[src/rtl/command_frame_deframer_top_macros.svh]
// Assertion macros shared by the deframer RTL.
`ifndef COMMAND_FRAME_DEFRAMER_TOP_MACROS_SVH
`define COMMAND_FRAME_DEFRAMER_TOP_MACROS_SVH

// Same-cycle implication, disabled while reset is high.
`define CFD_ASSERT_NOW(label, clk, rst, ante, cons, msg) \
   label: assert property (@(posedge clk) disable iff (rst) (ante) |-> (cons)) \
      else $error(msg);

// Next-cycle implication, disabled while reset is high.
`define CFD_ASSERT_NEXT(label, clk, rst, ante, cons, msg) \
   label: assert property (@(posedge clk) disable iff (rst) (ante) |=> (cons)) \
      else $error(msg);

`endif

[src/rtl/cfd_pkg.sv]
// Types and constants for the command frame deframer.
package cfd_pkg;

   // Byte role codes reported on the result channel
   localparam logic [2:0] ROLE_START   = 3'd0;
   localparam logic [2:0] ROLE_KEY     = 3'd1;
   localparam logic [2:0] ROLE_COUNT   = 3'd2;
   localparam logic [2:0] ROLE_HEADER  = 3'd3;
   localparam logic [2:0] ROLE_PAYLOAD = 3'd4;
   localparam logic [2:0] ROLE_TRAILER = 3'd5;

   // Frame layout
   localparam int LEAD_BYTES      = 2;
   localparam int TAIL_BYTES      = 2;
   localparam int MIN_FRAME_BYTES = LEAD_BYTES + 2 + TAIL_BYTES;

   localparam logic [15:0] POS_MAX = 16'hFFFF;

   // One result item
   typedef struct packed {
      logic [2:0] byte_role;
      logic [7:0] argument_number;
      logic       frame_end;
      logic       frame_ok;
      logic [7:0] command_key;
      logic [7:0] argument_count;
   } rsp_type;

endpackage

[src/rtl/command_frame_deframer_top.sv]
// Command frame deframer: per-byte role tagging and frame structure check.
`include "command_frame_deframer_top_macros.svh"

// Command frame deframer. Takes one frame byte per request (req_tdata), with req_tlast on
// the final byte, and returns one response per byte: its role (start, key, count,
// argument header, argument payload, trailer/excess) on rsp_tuser, the argument it belongs
// to, the frame's key and argument count, and on the last byte (rsp_tlast) whether the
// frame was well formed. Throughput is one byte per clock while req_tready is high. The
// parser state updates in the cycle a byte is accepted, so the only loop is the state
// update. The response side has an output register plus a one-entry skid register, so
// req_tready is registered and requests keep flowing while a response waits; req_tready
// drops only once both entries are full. Start and trailer byte values are not checked.
// Frames past 65535 bytes are flagged bad.
module command_frame_deframer_top #(
   parameter int ARG_HEADER_BYTES   = 2,  // bytes per argument header, 1..8
   parameter int SIZE_BYTE_POSITION = 1   // header byte holding payload size, 0..7
) (
   input  logic        clock,
   input  logic        reset,
   // request channel
   input  logic        req_tvalid,
   output logic        req_tready,
   input  logic [7:0]  req_tdata,   // [7:0] data_byte
   input  logic        req_tlast,   // last_byte
   // response channel
   output logic        rsp_tvalid,
   input  logic        rsp_tready,
   output logic [31:0] rsp_tdata,   // [7:0] argument_number, [8] frame_ok,
                                    // [16:9] command_key, [24:17] argument_count,
                                    // [31:25] zero
   output logic [2:0]  rsp_tuser,   // [2:0] byte_role
   output logic        rsp_tlast    // frame_end
);

   // Parser phases
   localparam logic [2:0] PH_START   = 3'd0;
   localparam logic [2:0] PH_KEY     = 3'd1;
   localparam logic [2:0] PH_COUNT   = 3'd2;
   localparam logic [2:0] PH_HEADER  = 3'd3;
   localparam logic [2:0] PH_PAYLOAD = 3'd4;
   localparam logic [2:0] PH_TRAILER = 3'd5;

   // Header byte that carries the payload size; clamps to the last header byte
   localparam int SIZE_AT_INT = (SIZE_BYTE_POSITION < ARG_HEADER_BYTES) ?
                                SIZE_BYTE_POSITION : ARG_HEADER_BYTES - 1;
   localparam logic [8:0]  SIZE_AT   = 9'(SIZE_AT_INT);
   localparam logic [8:0]  HDR_LEN   = 9'(ARG_HEADER_BYTES);
   localparam logic [15:0] START_POS = 16'(cfd_pkg::LEAD_BYTES - 1);
   localparam logic [15:0] OK_POS    = 16'(cfd_pkg::MIN_FRAME_BYTES - 1);
   localparam logic [1:0]  END_LEN   = 2'(cfd_pkg::TAIL_BYTES);

   // Parser state
   logic [2:0]  phase_ff,  phase_in;
   logic [15:0] pos_ff,    pos_in;
   logic [7:0]  done_ff,   done_in;
   logic [8:0]  idx_ff,    idx_in;
   logic [7:0]  size_ff,   size_in;
   logic [7:0]  key_ff,    key_in;
   logic [7:0]  count_ff,  count_in;
   logic [1:0]  trail_ff,  trail_in;
   logic        broken_ff, broken_in;

   // Response buffering
   logic                 out_vld_ff,  out_vld_in;
   logic                 skid_vld_ff, skid_vld_in;
   cfd_pkg::rsp_type     out_ff,      out_in;
   cfd_pkg::rsp_type     skid_ff,     skid_in;
   cfd_pkg::rsp_type     rsp;

   logic       accept;
   logic       take;
   logic       pos_sat;
   logic       broken_now;
   logic [8:0] idx_inc;
   logic [7:0] done_inc;
   logic [2:0] fin_phase;
   logic [7:0] size_hdr;
   logic [2:0] phase_nx;
   logic [1:0] trail_nx;

   assign req_tready = !skid_vld_ff;
   assign accept     = req_tvalid && req_tready;
   assign take       = out_vld_ff && rsp_tready;

   // Parser next state and result for the byte at the input
   always_comb begin
      pos_sat    = (pos_ff == cfd_pkg::POS_MAX);
      broken_now = broken_ff || pos_sat;
      idx_inc    = idx_ff + 9'd1;
      done_inc   = done_ff + 8'd1;
      fin_phase  = (done_inc == count_ff) ? PH_TRAILER : PH_HEADER;
      size_hdr   = (idx_ff == SIZE_AT) ? req_tdata : size_ff;

      phase_nx = phase_ff;
      done_in  = done_ff;
      idx_in   = idx_ff;
      size_in  = size_ff;
      key_in   = key_ff;
      count_in = count_ff;
      trail_nx = trail_ff;

      rsp.byte_role       = cfd_pkg::ROLE_TRAILER;
      rsp.argument_number = 8'd0;

      unique case (phase_ff)
         PH_START: begin
            rsp.byte_role = cfd_pkg::ROLE_START;
            if (pos_ff >= START_POS) phase_nx = PH_KEY;
         end
         PH_KEY: begin
            rsp.byte_role = cfd_pkg::ROLE_KEY;
            key_in        = req_tdata;
            phase_nx      = PH_COUNT;
         end
         PH_COUNT: begin
            rsp.byte_role = cfd_pkg::ROLE_COUNT;
            count_in      = req_tdata;
            done_in       = 8'd0;
            idx_in        = 9'd0;
            phase_nx      = (req_tdata == 8'd0) ? PH_TRAILER : PH_HEADER;
         end
         PH_HEADER: begin
            rsp.byte_role       = cfd_pkg::ROLE_HEADER;
            rsp.argument_number = done_ff;
            size_in             = size_hdr;
            idx_in              = idx_inc;
            if (idx_inc >= HDR_LEN) begin
               if (size_hdr == 8'd0) begin
                  done_in  = done_inc;
                  idx_in   = 9'd0;
                  size_in  = 8'd0;
                  phase_nx = fin_phase;
               end else begin
                  phase_nx = PH_PAYLOAD;
               end
            end
         end
         PH_PAYLOAD: begin
            rsp.byte_role       = cfd_pkg::ROLE_PAYLOAD;
            rsp.argument_number = done_ff;
            idx_in              = idx_inc;
            if ({1'b0, idx_inc} >= ({1'b0, HDR_LEN} + {2'b00, size_ff})) begin
               done_in  = done_inc;
               idx_in   = 9'd0;
               size_in  = 8'd0;
               phase_nx = fin_phase;
            end
         end
         default: begin
            // trailer and anything past it
            rsp.byte_role = cfd_pkg::ROLE_TRAILER;
            if (trail_ff != 2'd3) trail_nx = trail_ff + 2'd1;
         end
      endcase

      pos_in    = pos_sat ? pos_ff : pos_ff + 16'd1;
      broken_in = broken_now;
      phase_in  = phase_nx;
      trail_in  = trail_nx;

      rsp.frame_end      = req_tlast;
      rsp.frame_ok       = req_tlast && !broken_now && (pos_ff >= OK_POS) &&
                           (phase_nx == PH_TRAILER) && (trail_nx == END_LEN);
      rsp.command_key    = key_in;
      rsp.argument_count = count_in;

      // frame closed: back to the reset state
      if (req_tlast) begin
         phase_in  = PH_START;
         pos_in    = 16'd0;
         done_in   = 8'd0;
         idx_in    = 9'd0;
         size_in   = 8'd0;
         key_in    = 8'd0;
         count_in  = 8'd0;
         trail_in  = 2'd0;
         broken_in = 1'b0;
      end
   end

   // Output register plus skid entry
   always_comb begin
      out_vld_in  = out_vld_ff;
      skid_vld_in = skid_vld_ff;
      out_in      = out_ff;
      skid_in     = skid_ff;
      if (take || !out_vld_ff) begin
         if (skid_vld_ff) begin
            out_in      = skid_ff;
            out_vld_in  = 1'b1;
            skid_vld_in = 1'b0;
         end else begin
            out_in     = rsp;
            out_vld_in = accept;
         end
      end else if (accept) begin
         skid_in     = rsp;
         skid_vld_in = 1'b1;
      end
   end

   always_ff @(posedge clock) begin
      if (reset) begin
         phase_ff    <= PH_START;
         pos_ff      <= 16'd0;
         done_ff     <= 8'd0;
         idx_ff      <= 9'd0;
         size_ff     <= 8'd0;
         key_ff      <= 8'd0;
         count_ff    <= 8'd0;
         trail_ff    <= 2'd0;
         broken_ff   <= 1'b0;
         out_vld_ff  <= 1'b0;
         skid_vld_ff <= 1'b0;
      end else begin
         if (accept) begin
            phase_ff  <= phase_in;
            pos_ff    <= pos_in;
            done_ff   <= done_in;
            idx_ff    <= idx_in;
            size_ff   <= size_in;
            key_ff    <= key_in;
            count_ff  <= count_in;
            trail_ff  <= trail_in;
            broken_ff <= broken_in;
         end
         out_vld_ff  <= out_vld_in;
         skid_vld_ff <= skid_vld_in;
      end
   end

   always_ff @(posedge clock) begin
      out_ff  <= out_in;
      skid_ff <= skid_in;
   end

   assign rsp_tvalid = out_vld_ff;
   assign rsp_tuser  = out_ff.byte_role;
   assign rsp_tlast  = out_ff.frame_end;
   assign rsp_tdata  = {7'd0, out_ff.argument_count, out_ff.command_key,
                        out_ff.frame_ok, out_ff.argument_number};

   // Assertions
   `CFD_ASSERT_NOW(a_skid_implies_out, clock, reset, skid_vld_ff, out_vld_ff,
      "skid entry full while output register empty")
   `CFD_ASSERT_NOW(a_ok_only_at_end, clock, reset, rsp_tvalid && rsp_tdata[8], rsp_tlast,
      "frame_ok set on a byte that does not end the frame")
   `CFD_ASSERT_NOW(a_argnum_in_range, clock, reset,
      rsp_tvalid && (rsp_tuser == cfd_pkg::ROLE_HEADER || rsp_tuser == cfd_pkg::ROLE_PAYLOAD),
      rsp_tdata[7:0] < rsp_tdata[24:17],
      "argument number not below declared argument count")
   `CFD_ASSERT_NEXT(a_end_clears, clock, reset, accept && req_tlast,
      phase_ff == PH_START && pos_ff == 16'd0 && broken_ff == 1'b0,
      "parser state not cleared after frame end")

endmodule
[config.mk]
export PLATFORM = sky130hd
export DESIGN_NAME = command_frame_deframer_top
export DESIGN_NICKNAME = d
export VERILOG_FILES = /design/src/rtl/cfd_pkg.sv /design/src/rtl/command_frame_deframer_top.sv
export VERILOG_INCLUDE_DIRS = /design/src /design/src/rtl
export SDC_FILE = /design/constraint.sdc
export NUM_CORES = 1
export LEC_CHECK = 0
export ABC_AREA = 1
export BUFFER_PORTS_ARGS = -buffer_cell sky130_fd_sc_hd__buf_4
export CAP_MARGIN = 25
export CORE_MARGIN = 1.5
export CORE_UTILIZATION = 35
export CTS_CLUSTER_DIAMETER = 200
export DETAILED_ROUTE_END_ITERATION = 7
export PLACE_DENSITY = 0.61
export SLEW_MARGIN = 20
export SYNTH_ARGS = -nofsm -noshare
export SYNTH_HDL_FRONTEND = slang
export SYNTH_SLANG_ARGS = --single-unit
[constraint.sdc]
create_clock -name clock -period 7.63 [get_ports clock]
set_clock_uncertainty 0.05 [all_clocks]
set_input_delay 1.526 -clock clock [delete_from_list [all_inputs] [get_ports clock]]
set_output_delay 1.526 -clock clock [all_outputs]
set_load 0.05 [all_outputs]
Yosys cells after proc, flatten, opt, wreduce, memory -nomap -nowiden
Cells that the tools add are included.
Widths: inputs -> output; s select.
{"block": "word_totals", "ff_bits": 123, "output_inout_bits": 38}
{"block": "classes", "add_sub_neg": 5, "magnitude_cmp": 4, "n_eq_ne": 14, "muxes": 38, "n_bitwise": 1, "reduce_logical": 24}
{"cell": "$mux 8", "n": 14}
{"cell": "$mux 9", "n": 4}
{"cell": "$mux 16", "n": 2}
{"cell": "$pmux 3 s5", "n": 2}
{"cell": "$mux 29", "n": 1}
{"cell": "$pmux 9 s3", "n": 1}
{"cell": "$pmux 8 s3", "n": 1}
{"cell": "$mux 3", "n": 7}
{"cell": "$add 16x1->16 const B", "n": 1}
{"cell": "$eq 16x16->1 const B", "n": 1}
{"cell": "$ge 16x1->1 const B", "n": 1}
{"cell": "$ge 16x3->1 const B", "n": 1}
{"cell": "$logic_not 8->1", "n": 2}
{"cell": "$pmux 8 s2", "n": 1}
{"cell": "$add 2x8->9 const A", "n": 1}
{"cell": "$add 9x1->9 const B", "n": 1}
{"cell": "$eq 9x1->1 const B", "n": 1}
{"cell": "$ge 9x2->1 const B", "n": 1}
{"cell": "$ge 9x9->1", "n": 1}
{"cell": "$ne 3x3->1 const B", "n": 3}
{"cell": "$add 8x1->8 const B", "n": 1}
{"cell": "$eq 8x8->1", "n": 1}
{"cell": "$eq 3x2->1 const B", "n": 2}
{"cell": "$eq 3x3->1 const B", "n": 2}
{"cell": "other kinds (18)", "n": 33}

Longest topological paths before layout
Gate-level depths: netlist of run 1.
{"block": "depth", "ltp_word": 10, "ltp_mapped": 24, "ltp_nobuf": 24}

Worst setup path after synthesis of run 1
No wires, ideal clock.
{"block": "synth_timing", "kind": "input-to-reg", "startpoint": "in rsp_tready", "endpoint": "reg skid_ff[0] in the netlist's numbering (enable)", "setup_time_ps": 415, "arrival_time_ps": 3372, "slack_ps": 3793, "cell_stages": 3, "cell_sequence": "nor2_1 inv_1 nor2_1"}
{"block": "synth_between", "elab_chain_cells": 4}
{"element": "start, declared", "line": "command_frame_deframer_top.sv:27", "text": "input logic rsp_tready,"}
{"element": "$logic_and 1x1->1", "line": "command_frame_deframer_top.sv:83", "text": "assign take = out_vld_ff && rsp_tready;"}
{"element": "$logic_or 1x1->1", "line": "command_frame_deframer_top.sv:187", "text": "if (take || !out_vld_ff) begin"}
{"element": "$not 1->1 (no source line)"}
{"element": "$reduce_and 2->1 (no source line)"}
{"element": "end signal, assigned", "line": "command_frame_deframer_top.sv:234", "text": "skid_ff <= skid_in;"}
{"element": "end, declared", "line": "command_frame_deframer_top.sv:67", "text": "cfd_pkg::rsp_type skid_ff, skid_in;"}
Every way passes these cells.
A chain may end at the register's enable or synchronous reset.

Worst setup path in the final report of run 1
{"block": "layout_timing", "startpoint": "in req_tvalid", "endpoint": "reg skid_ff[12] in the netlist's numbering (enable)"}
{"block": "layout_between", "elab_chain_cells": 2}
{"element": "start, declared", "line": "command_frame_deframer_top.sv:21", "text": "input logic req_tvalid,"}
{"element": "$logic_and 1x1->1", "line": "command_frame_deframer_top.sv:82", "text": "assign accept = req_tvalid && req_tready;"}
{"element": "$reduce_and 2->1 (no source line)"}
Every way passes these cells.

==> results of run 1 <==
-- tightest hold or removal path, cell delays in order (launching register included) --
cell and delay [ns]:
dfxtp_1 0.31, nand2_1 0.06, a21oi_1 0.05
-- where the power goes --
part / leakage [nW] / switching (W) / internal [W]
combinational: 1.76 / 0.000115 / 0.0000403
clock: 0.257 / 0.000272 / 0.000464
sequential: 1.13 / 0.00000949 / 0.000709
total: 3.15 / 0.000396 / 0.00121
-- cell type report --
type                            count  area, um^2
Clock buffer                       28         487
Fill cell                        1841       10600
Inverter                          108         408
Multi-Input combinational cell    588        2930
Timing Repair Buffer               47         353
Clock inverter                      4        47.5
Sequential cell                   123        3040
Tap cell                          229         287
-- kinds of logic (layout without fill, tap and decap cells) --
| family | Yosys count | after routing | share of synthesized area (%) |
|---|---|---|---|
| simple gates | 442 | 442 | 30.2 |
| buf+inv | 138 | 187 | 8.99 |
| flops | 123 | 123 | 46.6 |
| compound gates | 115 | 115 | 10.1 |
| fa+ha+maj | 14 | 14 | 2.68 |
| xor+xnor | 10 | 10 | 1.34 |
| other cells | 1 | 7 | 0.0575 |
-- cells in the mapped netlist, drive strengths merged --
cell / number
conb: 1
edfxtp: 58
and2b: 1
o21ai: 38
o22ai: 3
dfxtp: 65
inv: 107
o31ai: 2
clkbuf: 15
buf: 15
o21a: 3
nor2: 56
clkinv: 1
nand4: 12
ha: 14
a211oi: 6
nor3: 15
o311ai: 1
or2: 1
nor4: 3
xnor2: 2
xor2: 8
o21bai: 1
a31oi: 5
nand3: 64
nand3b: 1
a21oi: 56
nand2: 289
-- registers in the layout (all words and copies together) (netlist names), 8 cells and up --
signal	count
done_ff	8
size_ff	8
pos_ff	16
key_ff	8
count_ff	8
idx_ff	9
skid_ff	29
rsp_tdata	25
-- metal layers --
metal,GRT usage (%),vias to the layer above
met5,0,-
met4,7.31,0
met3,2.89,23
met2,25.6,122
met1,20.6,2450
li1,-,2830
-- worst paths after layout --
kind                                              from                     end  slack [ns]  cells after the start
worst min-delay path            key_ff[2]$_SDFFE_PP0P_  key_ff[2]$_SDFFE_PP0P_        0.41                      2
worst max-delay path                        req_tvalid   skid_ff[12]$_DFFE_PP_        4.57                      6
worst min register to register  key_ff[2]$_SDFFE_PP0P_  key_ff[2]$_SDFFE_PP0P_        0.41                      2
worst max register to register  idx_ff[0]$_SDFFE_PP0P_  rsp_tdata[8]$_DFFE_PN_        4.63                     24
-- metrics by stage --
step / utilization, % / hold WS (ns) / power (W) / setup slack, ns / instances
3_5_place_dp: 38.7 / 0.405 / 0.000887 / 4.16 / 1095
3_3_place_gp: 38.7 / 0.401 / 0.000885 / 4.18 / 1095
4_1_cts: 41.6 / 0.414 / 0.00162 / 4.60 / 1127
5_1_grt: 41.6 / 0.443 / 0.00167 / 4.22 / 1127
6_report: 41.6 / 0.413 / 0.00161 / 4.57 / 1127
2_1_floorplan: - / 0.390 / 0.000846 / 3.79 / 849
-- placed cells by master, fill, tap and decap left out, types with 9 or more instances in the layout --
| cell | count |
|---|---|
| inv_2 | 10 |
| clkbuf_16 | 17 |
| nand3_1 | 59 |
| clkbuf_1 | 9 |
| a21oi_1 | 52 |
| nand2_1 | 274 |
| buf_4 | 47 |
| inv_1 | 96 |
| nor3_1 | 9 |
| nor2_1 | 46 |
| o21ai_0 | 35 |
| dfxtp_1 | 65 |
| nand4_1 | 12 |
| nand2_2 | 12 |
| ha_1 | 14 |
| edfxtp_1 | 58 |
==> flow_summary.toml, run 1 <==
[critical_path]
cp_slowest_stage_delay_ns = 0.43
crit_type = "in2reg"
worstPathMaxFanout = 24
worstPathRequired_ns = 7.67
crit_arrival_ns = 3.10
path_cells = "buf_4 -> inv_1 -> nor2_2 -> inv_1 -> nor2_2 -> buf_4"
critPathSlowestCell = "inv_1"
cp-start-kind = "input port"
path_buf_inv = 4
cp_top_family = "buffers and inverters"
crit_path_end_kind = "flip-flop"

[power_and_ir_drop]
p_per_area_nw_per_um2 = 213
p_leak_nw = 3.15
vdd_drop_max_mv = 0.132

[global_routing]
grt_pass1_wl_um = 24300
antenna_found_initial = 0
grt-ovfl-total = 0
track_usage_pct = 15.8
grt_pass1_vias = 5000
grt_max_degree = 37

[synth]
synth_cell_types = 46
synth-seq-cells = 123
yosys_warnings = 0
synthTopCellsByArea = "edfxtp_1, dfxtp_1, nand2_1"
synth_area_um2 = 6530
synth.avg_cell_area_um2 = 7.74
synthCells = 843
yosys.area.top_type_share_pct = 26.7
synth_top_area_cell = "edfxtp_1"
yosysSeqAreaShare_pct = 46.6

[floorplan]
die_w_um = 140
pin_count = 51
die_h_um = 140
core-area_um2 = 18100
rows = 49
initial_core_util_pct = 36.0
die_area_um2 = 19500

[sta]
fin_crit_sh_pct = 40.1
fin_crit_ns = 3.06
rsz0062_at_grt = "no"
max_slew_margin_pct = 37.1
max_freq_ghz = 0.327
worst_pin_slew_ns = 0.940
setup-tns-final_ns = 0
drv_slew = 0
setup_viol = 0
finalHoldViolCount = 0

[route]
drt_iter0_markers = 350
remaining_drc_errors = 5
drt-pass1-iter-count = 7
dr_wl_met2_um = 6830
drt-vias-per-instance = 4.81
vias = 5425
dr.max_layer_used = "met4"
routed_wirelength_um = 14800
wl_met3_um = 626
wl_per_cell_um = 13.2
wl_met1_um = 7100
ant_nets = 0

[outcome]
outcome = "finished, violations left"
violations = "design-rule violations"

[clock_network]
tritoncts = "yes"
cts_made_buffers = 17
h-tree-depth = 4
cts_root_buf = "clkbuf_16"
cts_resized = 0
path_clk_slew_ns = 0.05
clockBufferDepth = 2
cts_hold_buf = 0
clk_latency_ns = 0.42
clock_sinks = 123
postCtsSetupBuffers = 0

[cells_and_area]
diodes = 0
final_net_count = 912
drive_gt1_share_pct = 14.1
fin_area_um2 = 7560
area_growth_syn_to_layout_pct = 15.8

[placed_design]
hpwl_um = 10600
gp_congestion = 0.869
place_area_um2 = 7020
io_buffers = 43

[flow_run]
maxCapViolations = 0

[min_path]
worstHoldPathType = "reg2reg"
Power figures use the tool's default switching activity.
==> run 2: changes to the inputs <==
- clock period: 7.63 -> 3.01 ns (I/O delays scaled with it)
==> run 2 against run 1 <==
  * The flow still finishes with violations (design-rule violations)
  * Core utilization grew 1.1 points
  * Global-route usage grew 0.47 points
  * Clock-buffer cell count shrank 10
  * Critical endpoint is now rsp_tdata[8]$_DFFE_PN_
  * Critical path depth grew 15
  * Clock power grew to 2.9 times the previous value
  * Via count grew 0.92%
  * Register-to-register slack lost 4.3 ns
  * Die area is the same
  * Cell count grew 0.98%
  * Largest cell class unchanged
==> flow_summary.toml, run 2 (synthesis results as in run 1) <==
[placed_design]
hpwl_um = 10600
pre_cts_ws_ns = 0.147
io_buffers = 43
gp_congestion = 0.850

[cells_and_area]
area_growth_syn_to_layout_pct = 18.8
final_common_cell = "nand2_1"
largest_register_ffs = 29
final_net_count = 923
drive_gt1_share_pct = 16.3
diodes = 0
layout_common_cells = "nand2_1, inv_1, dfxtp_1"
max_flop_register = "skid_ff"

[sta]
rsz0062_at_grt = "no"
setup-tns-final_ns = 0
fin_crit_ns = 2.67
setup_viol = 0
fin_crit_sh_pct = 88.6
finalHoldViolCount = 0
worst_pin_slew_ns = 0.601
max_freq_ghz = 0.375
drv_slew = 0
finalWorstSetupSlack_ns = 0.342
max_slew_margin_pct = 59.5

[global_routing]
grt_pass1_wl_um = 25300
grt-ovfl-total = 0
track_usage_pct = 16.3
antenna_found_initial = 0
grt_pass1_vias = 5197
grt_max_degree = 36

[floorplan]
die_h_um = 140
initial_core_util_pct = 36.0
rows = 49
core-area_um2 = 18100
die_w_um = 140
pin_count = 51
die_area_um2 = 19500

[critical_path]
cp-start-kind = "flip-flop"
worstPathRequired_ns = 3.14
crit_arrival_ns = 2.79
crit_type = "reg2reg"
r2r_slack_ns = 0.34
path_cells = "nand3_1 -> xor2_1 -> inv_1 -> ha_1 -> nand3_1 -> nor2_1 -> nor2_1 -> nand2_1 -> nand2_1 -> nand2_1 -> nand2_1 -> nand3_1 -> nand2_2 -> nand2_1 -> nand2_1 -> nand2_1 -> nand3_1 -> nand2_1 -> nor2_1 -> nand3_1 -> nand2_1"
critPathSlowestCell = "dfxtp_1"
cpMostUsedCell = "nand2_1"
worstPathMaxFanout = 6
reg2reg_to = "rsp_tdata[8]$_DFFE_PN_"
worstRegToRegCells = 21
reg2reg_from = "idx_ff[2]$_SDFFE_PP0P_"
cp_slowest_stage_delay_ns = 0.49
crit_path_end_kind = "flip-flop"

[clock_network]
path_clk_slew_ns = 0.06
cts_hold_buf = 0
tritoncts = "yes"
cts_made_buffers = 17
clockBufferDepth = 2
cts_root_buf = "clkbuf_16"
clock_sinks = 123
clk_latency_ns = 0.42
h-tree-depth = 4

[route]
drt_iter0_markers = 509
drt-vias-per-instance = 4.81
ant_nets = 0
remaining_drc_errors = 5
wl_per_cell_um = 13.2
routed_wirelength_um = 15000
drt-pass1-iter-count = 7
vias = 5475

[power_and_ir_drop]
vdd_drop_max_mv = 0.301
p_per_area_nw_per_um2 = 558
p_leak_nw = 3.24

[min_path]
holdCritStartpoint = "count_ff[1]$_SDFFE_PP0P_"
hold_depth = 2
holdPathEnd = "count_ff[1]$_SDFFE_PP0P_"
worstHoldPathType = "reg2reg"

[outcome]
violations = "design-rule violations"
outcome = "finished, violations left"

[flow_run]
maxCapViolations = 0
[run 2: cell count changes in the layout (fill, tap and decap cells not counted), moves of 2 or more]
cell / previous run / this run
buf_4: 47 / 58
clkbuf_1: 9 / 1
bufinv_16: 1 / 4
clkinv_1: 1 / 4
clkbuf_8: 2 / 0
clkinv_2: 2 / 4
dfxtp_1: 65 / 63
ha_1: 14 / 12
ha_4: 0 / 2
[run 2: worst max-delay path, delay by kind of cell (launching register included)]
family	cells	cell delay, ns
simple gates	18	1.27
flops	1	0.49
buf+inv	1	0.10
xor+xnor	1	0.21
fa+ha+maj	1	0.31
[run 2: power by group]
group | switching (W) | internal (W) | total (W)
combinational | 0.000296 | 0.000110 | 0.000407
clock | 0.000732 | 0.00137 | 0.00210
sequential | 0.0000245 | 0.00179 | 0.00182
total | 0.00105 | 0.00328 | 0.00433
[run 2: metrics by stage]
step	instances	power, W	hold WS [ns]	instance area [um^2]	utilization [%]
finish	1138	0.00433	0.416	7750	42.7
global route	1138	0.00447	0.421	7750	42.7
global placement	1104	0.00226	0.402	7090	39.1
CTS	1136	0.00436	0.414	7690	42.4
floorplan	849	0.00214	0.390	6550	-
detailed placement	1104	0.00226	0.406	7090	39.1
[run 2: routing by layer]
metal | share of wire (%) | global-route usage (%) | vias to the layer above | wire length (um)
li1 | - | - | 2840 | -
met2 | 46 | 26.7 | 142 | 6960
met3 | 4.9 | 4.03 | 19 | 735
met5 | 0 | 0 | - | 0
met1 | 47 | 21.2 | 2474 | 7090
met4 | 1.4 | 5.10 | 0 | 206
[run 2: repair_timing]
action / 4_1_cts / 5_1_grt
setup buffers: 0 / 2
endpoints found under the setup margin: 0 / 26
gates resized for setup: 0 / 10
[run 2: how the worst max path moves through the flow]
| stage | startpoint | end | slack (ns) |
|---|---|---|---|
| after global placement | idx_ff[0]$_SDFFE_PP0P_ | size_ff[0]$_SDFFE_PP0P_ | 0.24 |
| after floorplan | rsp_tvalid$_SDFFE_PP0N_ | skid_ff[0]$_DFFE_PP_ | 0.007 |
| final | idx_ff[2]$_SDFFE_PP0P_ | rsp_tdata[8]$_DFFE_PN_ | 0.34 |
| after global routing | idx_ff[2]$_SDFFE_PP0P_ | rsp_tdata[8]$_DFFE_PN_ | 0.008 |
| after CTS | idx_ff[0]$_SDFFE_PP0P_ | size_ff[0]$_SDFFE_PP0P_ | 0.13 |
| after detailed placement | idx_ff[0]$_SDFFE_PP0P_ | size_ff[0]$_SDFFE_PP0P_ | 0.15 |
[run 2: area by class of cell]
class,instances,area [um^2]
timing repair buffer,58,435
multi-input combinational,588,2970
tap,229,287
clock buffer,18,429
inverter,108,408
sequential,123,3050
fill,1817,10400
clock inverter,14,176
==> run 3: changes to the inputs <==
- CORE_ASPECT_RATIO: default -> 0.5
==> run 3 against run 2 <==
  * The run now ends clean
  * Core utilization shrank 0.30 points
  * Design area rose by 0.40%
  * Routed wire length rose by 5.0%
  * Cell count up 0.97%
  * Sequential power about the same
  * Die area is 0.26% higher
  * Clock power increased by 7%
  * Flip-flop and latch count stayed put
  * Sequential share of layout area down 0.16 points
  * Critical path type unchanged
  * Combinational power up 1%
  * Largest power group unchanged
  * Highest routed layer unchanged
  * Via count rose by 0.62%
==> flow_summary.toml, run 3 (synthesis results as in run 1) <==
[global_routing]
grtUsageMet1_pct = 22.1
gr-usage-met3_pct = 2.51
grt-ovfl-total = 0
grt_max_degree = 36
use_met2_pct = 28.1
antenna_found_initial = 0
busiest_layer = "met2"
grt_pass1_wl_um = 26000
track_usage_pct = 16.8
grt_pass1_vias = 5245

[sta]
hold_ws_ns = 0.414
setup-tns-final_ns = 0
fin_crit_ns = 2.74
max_freq_ghz = 0.365
max_slew_margin_pct = 57.5
finalHoldViolCount = 0
fin_crit_sh_pct = 90.9
drv_slew = 0
rsz0062_at_grt = "no"
setup_viol = 0
worst_pin_slew_ns = 0.637

[power_and_ir_drop]
p_per_area_nw_per_um2 = 575
power.total_w = 0.00448
p_leak_nw = 3.25
vdd_drop_max_mv = 0.322

[cells_and_area]
final_net_count = 923
n_fill_cell = 1793
final_common_cell = "nand2_1"
largest_register_ffs = 29
area_growth_syn_to_layout_pct = 19.3
ff_latch_area_um2 = 3050
drive_gt1_share_pct = 16.5
fin_area_um2 = 7780
diodes = 0
final_cells = 1149
multiInputGateArea_um2 = 2940
layout_common_cells = "nand2_1, inv_1, dfxtp_1"
max_flop_register = "skid_ff"

[route]
remaining_drc_errors = 0
drt_iter0_markers = 413
drt-vias-per-instance = 4.79
routed_wirelength_um = 15700
wl_per_cell_um = 13.7
drt-pass1-iter-count = 6
vias = 5509
ant_nets = 0

[critical_path]
r2r_slack_ns = 0.27
critPathSlowestCell = "dfxtp_4"
cp-start-kind = "flip-flop"
cp_slowest_stage_delay_ns = 0.36
reg2reg_from = "idx_ff[0]$_SDFFE_PP0P_"
crit_type = "reg2reg"
cpMostUsedCell = "nand2_1"
crit_arrival_ns = 2.97
worstPathMaxFanout = 6
reg2reg_to = "rsp_tdata[8]$_DFFE_PN_"
worstPathRequired_ns = 3.25
path_cells = "ha_2 -> nand2_2 -> inv_2 -> nor2_1 -> ha_1 -> a21oi_1 -> nand2_1 -> nand2_1 -> nand2_1 -> nand2_1 -> nand2_1 -> nand2_1 -> nand3_1 -> nand2_2 -> nand2_2 -> nand2_1 -> nand2_1 -> nand3_1 -> nand2_1 -> nor2_1 -> nand3_1 -> nand2_1"
crit_path_end_kind = "flip-flop"
worstRegToRegCells = 22

[clock_network]
clk_latency_ns = 0.42
h-tree-depth = 4
clock_sinks = 123
cts_root_buf = "clkbuf_16"
postCtsSetupBuffers = 0
tritoncts = "yes"
clockBufferDepth = 2
path_clk_slew_ns = 0.06
cts_made_buffers = 17

[placed_design]
hpwl_um = 11000
gp_congestion = 0.846
place_area_um2 = 7120
dpl.cell_count = 1117
io_buffers = 43

[min_path]
holdCritStartpoint = "key_ff[4]$_SDFFE_PP0P_"
hold_depth = 2
worstHoldPathType = "reg2reg"
holdPathEnd = "key_ff[4]$_SDFFE_PP0P_"

[outcome]
outcome = "complete, no violations"

[flow_run]
maxCapViolations = 0

[floorplan]
pin_count = 51
die_w_um = 196
core-area_um2 = 18300
die_area_um2 = 19500
rows = 35
die_h_um = 99.6
initial_core_util_pct = 35.6
==> run 3: changes by cell type in the layout (fill, tap and decap cells not counted), moves of 2 or more <==
| cell | delta |
|---|---|
| clkinv_2 | -4 |
| clkinv_1 | -3 |
| inv_6 | +3 |
| ha_4 | -2 |
| inv_8 | +2 |
==> run 3: worst max-delay path, delay by kind of cell, from the launching register on <==
kind                       cells  cell delay (ns)
buffers and inverters          1             0.05
AOI/OAI and AO/OA              1             0.13
and+or+nand+nor               18             1.52
adders and majority gates      2             0.50
DFF                            1             0.36
==> run 3: layout make-up <==
type | instances | share of cell area, %
Tap cell | 240 | 3.86
Clock buffer | 18 | 5.51
Inverter | 108 | 5.24
Sequential cell | 123 | 39.2
Multi-Input combinational cell | 588 | 37.8
Clock inverter | 14 | 2.70
Timing Repair Buffer | 58 | 5.75
==> run 3: worst max path at each step <==
stage,slack (ns),endpoint,from
finish,0.27,rsp_tdata[8]$_DFFE_PN_,idx_ff[0]$_SDFFE_PP0P_
global route,0.004,size_ff[4]$_SDFFE_PP0P_,idx_ff[1]$_SDFFE_PP0P_
CTS,0.1,size_ff[2]$_SDFFE_PP0P_,idx_ff[0]$_SDFFE_PP0P_
detailed placement,0.12,size_ff[2]$_SDFFE_PP0P_,idx_ff[0]$_SDFFE_PP0P_
global placement,0.27,rsp_tdata[8]$_DFFE_PN_,idx_ff[0]$_SDFFE_PP0P_
floorplan,0.007,skid_ff[0]$_DFFE_PP_,rsp_tvalid$_SDFFE_PP0N_
==> run 3: power by group <==
group | switching (W) | internal [W] | total [W] | leakage [nW]
Sequential | 0.0000241 | 0.00179 | 0.00182 | 1.13
Clock | 0.000836 | 0.00141 | 0.00225 | 0.306
Combinational | 0.000300 | 0.000112 | 0.000412 | 1.82
Total | 0.00116 | 0.00332 | 0.00448 | 3.25
==> run 3: metrics by stage <==
stage | utilization, % | setup slack [ns]
2_1_floorplan | - | 0.00696
3_3_place_gp | 38.8 | 0.270
3_5_place_dp | 38.8 | 0.123
4_1_cts | 42.3 | 0.0974
5_1_grt | 42.4 | 0.00359
6_report | 42.4 | 0.274
==> run 3: repair_timing <==
item,4_1_cts,5_1_grt
setup endpoints to repair,0,24
hold buffers,0,0
gates resized for setup,0,8
==> run 3: layer usage <==
metal	up-vias	share of wire [%]
li1	2843	-
met1	2520	48
met2	127	47
met3	19	3.6
met4	0	1.4
met5	-	0
